`src/rtl/btc_io_pkg.sv`:
```
// Types, flag bit positions and the one-step datapath function for the block
// transfer / compare / io step unit. No dependencies.
`timescale 1ns / 1ps
`default_nettype none

package btc_io_pkg;

  // flag register bit positions
  localparam int unsigned FlS  = 7;
  localparam int unsigned FlZ  = 6;
  localparam int unsigned Fl5  = 5;
  localparam int unsigned FlH  = 4;
  localparam int unsigned Fl3  = 3;
  localparam int unsigned FlPv = 2;
  localparam int unsigned FlN  = 1;
  localparam int unsigned FlC  = 0;

  // instruction class, low two bits of the request type
  typedef enum logic [1:0] {
    OP_LD  = 2'd0,
    OP_CP  = 2'd1,
    OP_IN  = 2'd2,
    OP_OUT = 2'd3
  } op_t;

  // write request kind
  typedef enum logic [1:0] {
    WK_NONE = 2'd0,
    WK_MEM  = 2'd1,
    WK_IO   = 2'd2
  } wkind_t;

  // one input beat
  typedef struct packed {
    logic [3:0]  req_type;
    logic [7:0]  acc;
    logic [7:0]  flags_in;
    logic [15:0] count_bc;
    logic [15:0] dest_de;
    logic [15:0] src_hl;
    logic [7:0]  data_byte;
    logic [15:0] pc_in;
    logic [15:0] memptr_in;
  } step_in_t;

  // one result beat
  typedef struct packed {
    logic [7:0]  flags_out;
    logic [15:0] count_bc_out;
    logic [15:0] dest_de_out;
    logic [15:0] src_hl_out;
    logic [15:0] memptr_out;
    logic [15:0] pc_out;
    wkind_t      write_kind;
    logic [15:0] write_address;
    logic [7:0]  write_data;
    logic        repeat_flag;
  } step_out_t;

  // one iteration of a block instruction
  function automatic step_out_t block_step(input step_in_t si);
    step_out_t   so;
    op_t         op;
    logic        dec;
    logic        rep;
    logic [15:0] step16;
    logic [7:0]  step8;
    logic [15:0] bc_n;
    logic [15:0] hl_n;
    logic [7:0]  n_ld;
    logic [7:0]  r_cp;
    logic        h_cp;
    logic [7:0]  n_cp;
    logic [7:0]  b_n;
    logic [8:0]  k_io;
    logic        again;
    op     = op_t'(si.req_type[1:0]);
    dec    = si.req_type[2];
    rep    = si.req_type[3];
    step16 = dec ? 16'hFFFF : 16'h0001;
    step8  = step16[7:0];
    hl_n   = si.src_hl + step16;
    b_n    = si.count_bc[15:8] - 8'd1;
    n_ld   = si.data_byte + si.acc;
    r_cp   = si.acc - si.data_byte;
    h_cp   = si.acc[3:0] < si.data_byte[3:0];
    n_cp   = r_cp - {7'd0, h_cp};
    k_io   = '0;
    bc_n   = si.count_bc - 16'd1;

    so               = '0;
    so.dest_de_out   = si.dest_de;
    so.src_hl_out    = hl_n;
    so.memptr_out    = si.memptr_in;
    so.pc_out        = si.pc_in;
    so.write_kind    = WK_NONE;
    again            = 1'b0;

    unique case (op)
      OP_LD: begin
        so.count_bc_out  = bc_n;
        so.dest_de_out   = si.dest_de + step16;
        so.write_kind    = WK_MEM;
        so.write_address = si.dest_de;
        so.write_data    = si.data_byte;
        so.flags_out     = {si.flags_in[FlS], si.flags_in[FlZ], n_ld[1], 1'b0,
                            n_ld[3], (bc_n != 16'd0), 1'b0, si.flags_in[FlC]};
        again            = bc_n != 16'd0;
      end
      OP_CP: begin
        so.count_bc_out  = bc_n;
        so.memptr_out    = si.memptr_in + step16;
        so.flags_out     = {r_cp[7], (r_cp == 8'd0), n_cp[1], h_cp,
                            n_cp[3], (bc_n != 16'd0), 1'b1, si.flags_in[FlC]};
        again            = (bc_n != 16'd0) && (r_cp != 8'd0);
      end
      OP_IN: begin
        so.count_bc_out  = {b_n, si.count_bc[7:0]};
        so.memptr_out    = si.count_bc + step16;
        so.write_kind    = WK_MEM;
        so.write_address = si.src_hl;
        so.write_data    = si.data_byte;
        k_io             = {1'b0, si.data_byte} + {1'b0, si.count_bc[7:0] + step8};
        again            = b_n != 8'd0;
      end
      OP_OUT: begin
        so.count_bc_out  = {b_n, si.count_bc[7:0]};
        so.memptr_out    = {b_n, si.count_bc[7:0]} + step16;
        so.write_kind    = WK_IO;
        so.write_address = {b_n, si.count_bc[7:0]};
        so.write_data    = si.data_byte;
        k_io             = {1'b0, si.data_byte} + {1'b0, hl_n[7:0]};
        again            = b_n != 8'd0;
      end
      default: begin
        so.count_bc_out = bc_n;
      end
    endcase

    // io flags share one layout
    if (op == OP_IN || op == OP_OUT) begin
      so.flags_out = {b_n[7], (b_n == 8'd0), b_n[5], k_io[8], b_n[3],
                      ~^({5'd0, k_io[2:0]} ^ b_n), si.data_byte[7], k_io[8]};
    end

    // looping form refetches itself
    if (rep && again) begin
      so.pc_out      = si.pc_in - 16'd2;
      so.memptr_out  = si.pc_in - 16'd1;
      so.repeat_flag = 1'b1;
    end
    return so;
  endfunction

endpackage

`default_nettype wire

```
`src/rtl/block_transfer_compare_io_step.sv`:
```
// Top level of the block transfer / compare / io step unit.
// Depends on btc_io_pkg for beat types and the step function.
//
// Usage: each input beat carries one iteration of a block instruction
// (LDI/LDD/CPI/CPD/INI/IND/OUTI/OUTD and repeating forms) with the
// register values and the byte already read; each output beat carries the
// updated registers, flags, memptr, pc, one optional write and the repeat
// flag. Exactly one output beat per input beat, in order.
// Each beat passes through the input register, then the result register.
// Throughput: one beat per cycle while the receiver keeps m_tready high, set by the single
// combinational step between the two registers.
// Stall: when the receiver holds m_tready low, the result register holds
// and the input register fills; s_tready drops only when both are full.
// Reset (rst, synchronous) empties both registers; no other state exists.
`timescale 1ns / 1ps
`default_nettype none

module block_transfer_compare_io_step (
  input  wire logic         clk,
  input  wire logic         rst,
  input  wire logic         s_tvalid,
  output logic              s_tready,
  // acc[7:0] flags_in[15:8] count_bc[31:16] dest_de[47:32] src_hl[63:48]
  // data_byte[71:64] pc_in[87:72] memptr_in[103:88]
  input  wire logic [103:0] s_tdata,
  // req_type[3:0]
  input  wire logic [3:0]   s_tuser,
  output logic              m_tvalid,
  input  wire logic         m_tready,
  // flags_out[7:0] count_bc_out[23:8] dest_de_out[39:24] src_hl_out[55:40]
  // memptr_out[71:56] pc_out[87:72] write_address[103:88] write_data[111:104]
  // repeat_flag[112] zero[119:113]
  output logic [119:0]      m_tdata,
  // write_kind[1:0]
  output logic [1:0]        m_tuser
);

  btc_io_pkg::step_in_t  in_reg;
  logic                  in_valid;
  btc_io_pkg::step_out_t res;
  btc_io_pkg::step_out_t out_reg;
  logic                  out_load;

  // result register can take a new value
  assign out_load = in_valid && (!m_tvalid || m_tready);
  assign s_tready = !in_valid || out_load;

  // input register
  always_ff @(posedge clk) begin
    if (rst) begin
      in_valid <= 1'b0;
    end else if (s_tready) begin
      in_valid <= s_tvalid;
    end
  end

  always_ff @(posedge clk) begin
    if (s_tvalid && s_tready) begin
      in_reg <= '{req_type:  s_tuser,
                  acc:       s_tdata[7:0],
                  flags_in:  s_tdata[15:8],
                  count_bc:  s_tdata[31:16],
                  dest_de:   s_tdata[47:32],
                  src_hl:    s_tdata[63:48],
                  data_byte: s_tdata[71:64],
                  pc_in:     s_tdata[87:72],
                  memptr_in: s_tdata[103:88]};
    end
  end

  // one instruction step
  assign res = btc_io_pkg::block_step(in_reg);

  // result register
  always_ff @(posedge clk) begin
    if (rst) begin
      m_tvalid <= 1'b0;
    end else if (out_load) begin
      m_tvalid <= 1'b1;
    end else if (m_tready) begin
      m_tvalid <= 1'b0;
    end
  end

  always_ff @(posedge clk) begin
    if (out_load) begin
      out_reg <= res;
    end
  end

  // pack the result beat
  assign m_tdata = {7'd0, out_reg.repeat_flag, out_reg.write_data, out_reg.write_address,
                    out_reg.pc_out, out_reg.memptr_out, out_reg.src_hl_out,
                    out_reg.dest_de_out, out_reg.count_bc_out, out_reg.flags_out};
  assign m_tuser = out_reg.write_kind;

  // accepted beat lands in the input register
  a_in_fill: assert property (@(posedge clk) disable iff (rst)
    s_tvalid && s_tready |=> in_valid)
    else $error("accepted beat not held in input register");

  // a held item moves on when the result side is free
  a_advance: assert property (@(posedge clk) disable iff (rst)
    in_valid && (!m_tvalid || m_tready) |=> m_tvalid)
    else $error("input register did not advance to result register");

  // both registers empty after reset
  a_reset_empty: assert property (@(posedge clk)
    $past(rst) |-> !m_tvalid && !in_valid)
    else $error("pipeline not empty after reset");

  // looping result points memptr one past the refetch pc
  a_repeat_mp: assert property (@(posedge clk) disable iff (rst)
    m_tvalid && m_tdata[112] |-> m_tdata[71:56] == m_tdata[87:72] + 16'd1)
    else $error("memptr mismatch on repeat");

  // no write means zero address and data
  a_nowrite_zero: assert property (@(posedge clk) disable iff (rst)
    m_tvalid && m_tuser == btc_io_pkg::WK_NONE |-> m_tdata[111:88] == 24'd0)
    else $error("write fields set without a write");

endmodule

`default_nettype wire

```
`config.mk`:
```
export PLATFORM = sky130hd
export DESIGN_NAME = block_transfer_compare_io_step
export DESIGN_NICKNAME = d
export VERILOG_FILES = /design/src/rtl/btc_io_pkg.sv /design/src/rtl/block_transfer_compare_io_step.sv
export SDC_FILE = /design/constraint.sdc
export NUM_CORES = 1
export LEC_CHECK = 0
export ABC_AREA = 1
export BUFFER_PORTS_ARGS = -buffer_cell sky130_fd_sc_hd__buf_2
export CORE_ASPECT_RATIO = 0.7
export CORE_MARGIN = 4
export CORE_UTILIZATION = 35
export CTS_CLUSTER_SIZE = 10
export DETAILED_ROUTE_END_ITERATION = 12
export REMOVE_ABC_BUFFERS = 1
export SYNTH_ARGS = -nofsm -noshare
export SYNTH_HDL_FRONTEND = slang
export SYNTH_SLANG_ARGS = --single-unit
```
`constraint.sdc`:
```
create_clock -name clk -period 17.8 [get_ports clk]
set_input_delay 2.67 -clock clk [delete_from_list [all_inputs] [get_ports clk]]
set_output_delay 2.67 -clock clk [all_outputs]
set_load 0.01 [all_outputs]
```
==> out/metrics.cfg <==
[power]
p_seq_share_pct=45.9
p_clk_share_pct=34.8
power_switching_uw=400.6
total_power_mw=1.381
p_leak_nw=6.801
pwr-share-comb_pct=19.4
irDropWorstVdd_mv=0.05113
power.density_nw_per_um2=91.68
netSwitchingFraction_pct=29.00
p_int_uw=980.9

[timing]
finalHoldViolations=0
max_freq_mhz=170.8
rsz0062_at_grt=false
relSlewSlack_pct=27.60
worst_slew_pin_slew_ps=1086
hold_slack_ps=529.1
min_period_ps=5855
fin_crit_sh_pct=32.89
slew_viol_final=0
clock_skew_ps=24.15
setup_viol=0
setup_tns_ps=0

[final_layout]
largest_reg_flops=113
drive_gt1_share_pct=17.98
nets=1777
area.growth.synth_to_final_pct=18.53
antennaDiodeCount=0
finalInstanceArea_sq_um=15070

[drt]
antenna_left=0
vias_per_cell=4.937
wl_um=37930
drc=0
num_vias=10250
drt_pass1_iterations=5
first_iter_violations=815
wire_per_inst_um=18.27

[grt]
grt_pass1_vias=9787
overflow=0
antenna_found_initial=1
grt_pass1_wl_um=57310
grt_max_degree=75
grt_usage_pct=18.54

[placed_design]
io_buffers=223
routabilityCongestion=0.8800
dpl_cell_area_sq_um=14340
hpwl_um=28050

[worst_setup_path]
max_stage_delay_ps=170
cp.arrival_ps=3180
worstPathCellList=buf_2, inv_1, nand3_1, buf_2
cpMostUsedCell=buf_2
startpoint_type=input port
critPathKind=input port to output port
path_buf_inv=3
critPathCaptureType=output port
path_delay_family=buffers and inverters
crit_slowest_cell=buf_2
crit_fanout=3
required_ps=15130

[clock_tree]
clk_pin_slew_ps=50
cts_tree=built
hold_buffers=0
h-tree-depth=1
clock_latency_ps=560
cts_root_buf=clkbuf_16
numCtsBuffers=26
cts_setup_buffers=0
cts_sinks=220
cts-resized-gates=0
clockBufferDepth=3

[synth]
synth_top_family_by_area=simple AND/OR/NAND/NOR gates
avgSynthCellArea_sq_um=9.382
synth_fa_ha_area_share_pct=8.425
synth_top_area_share_pct=51.50
ys_top_cells_by_area=edfxtp_1 51%, nand2_1 11%, ha_1 7.5%
synth_area_sq_um=12710
synthDistinctLibCells=44
synth_top_flop_cell=edfxtp_1
synth_enable_flop_cells=218
synth_top_cell_by_area=edfxtp_1
syn-instance-count=1355
yosys-top-cells-count=378 x nand2_1, 218 x edfxtp_1, 149 x inv_1
synthSimpleGateAreaFrac_pct=19.79
synth_most_common_cell=nand2_1
ys_async_sr_fraction_pct=0
synth_compound_gate_area_share_pct=8.829
ys_seq_area_share_pct=51.81
synth_seq_cells=220
muxShareOfSynthArea_pct=0.07874
synth_warnings=0
synth_xor_xnor_area_share_pct=4.813

[die]
boundaryPins=236
core_area_sq_um=35850
dieWidth_um=235.8
die_h_um=167.5
num_rows=58
start_util_pct=35.46
dieArea_sq_um=39480

[min_path]
hold_class=register to register

[status]
status=finished, final reports clean

[flow_run]
drv_cap=0

==> power groups by stage <==
stage                     Clock (mW)  Sequential (mW)  Combinational [mW]
after floorplan                    0            0.653               0.166
after global placement             0            0.644               0.262
after detailed placement           0            0.644               0.266
after CTS                      0.495            0.634               0.268
after global routing           0.516            0.637               0.303
final                          0.481            0.633               0.267
==> cell type report <==
| type | instances | area, sq um |
|---|---|---|
| Fill cell | 3610 | 20780 |
| Sequential cell | 220 | 6586 |
| Multi-Input combinational cell | 946 | 5371 |
| Clock inverter | 3 | 25.02 |
| Timing Repair Buffer | 233 | 1191 |
| Inverter | 156 | 588.1 |
| Clock buffer | 38 | 705.7 |
| Tap cell | 480 | 600.6 |
==> worst paths after layout <==
path,start,end,slack (ps),cells after the start
max,m_tready,s_tready,11950,4
min,in_reg[88]$_DFFE_PP_,m_tdata[0]$_DFFE_PP_,530,2
max reg2reg,in_reg[80]$_DFFE_PP_,m_tdata[63]$_DFFE_PP_,13980,12
min reg2reg,in_reg[88]$_DFFE_PP_,m_tdata[0]$_DFFE_PP_,530,2
==> cell usage in the layout, fill, tap and decap left out, types with 7 or more instances in the layout <==
| master | count |
|---|---|
| conb_1 | 7 |
| edfxtp_1 | 218 |
| nor2_1 | 77 |
| nand2_1 | 378 |
| o221ai_1 | 11 |
| nor3_1 | 7 |
| xnor2_1 | 15 |
| nand3_1 | 60 |
| nand4_1 | 42 |
| nor2_2 | 7 |
| xor2_1 | 53 |
| clkbuf_1 | 11 |
| o21ai_0 | 72 |
| ha_1 | 76 |
| o211ai_1 | 11 |
| a21oi_1 | 64 |
| buf_2 | 223 |
| clkbuf_16 | 26 |
| inv_1 | 148 |
| buf_4 | 10 |
| a21o_1 | 11 |
==> kinds of logic (layout without fill, tap and decap cells) <==
logic type / after synthesis / count (layout)
adders and majority gates: 82 / 82
xor gates and xnor gates: 69 / 69
and+or+nand+nor: 593 / 593
muxes: 1 / 1
other: 1 / 7
buffers and inverters: 195 / 430
AOI/OAI and AO/OA: 194 / 194
DFF: 220 / 220
==> worst register-to-register path, stage by stage (launching register included) <==
cell,delay [ps]
edfxtp_1,560
inv_2,240
ha_1,270
inv_1,110
nor2_2,160
xor2_1,280
ha_1,300
nand3_1,90
nor3_1,70
nor2_4,670
nand3_4,500
nand2_1,200
nand2_1,90
==> stage by stage <==
step / std cells / setup slack, ps / util, %
after floorplan: 1322 / 8923 / -
after detailed placement: 2035 / 11940 / 39.99
after CTS: 2076 / 11940 / 42.03
after global placement: 2035 / 11990 / 39.99
after global routing: 2076 / 11900 / 42.03
final: 2076 / 11950 / 42.03
==> routing by layer <==
metal  part of all wire, %  wire (um)  vias up  GRT usage (%)
met5                 0.032         12        -              0
met4                   1.9        736        2          3.496
met3                   6.2       2367       42          3.671
met2                    43      16340      292          28.12
met1                    49      18470     4832          27.86
li1                      -          -     5082              -
(Power assumes the default switching activity.)
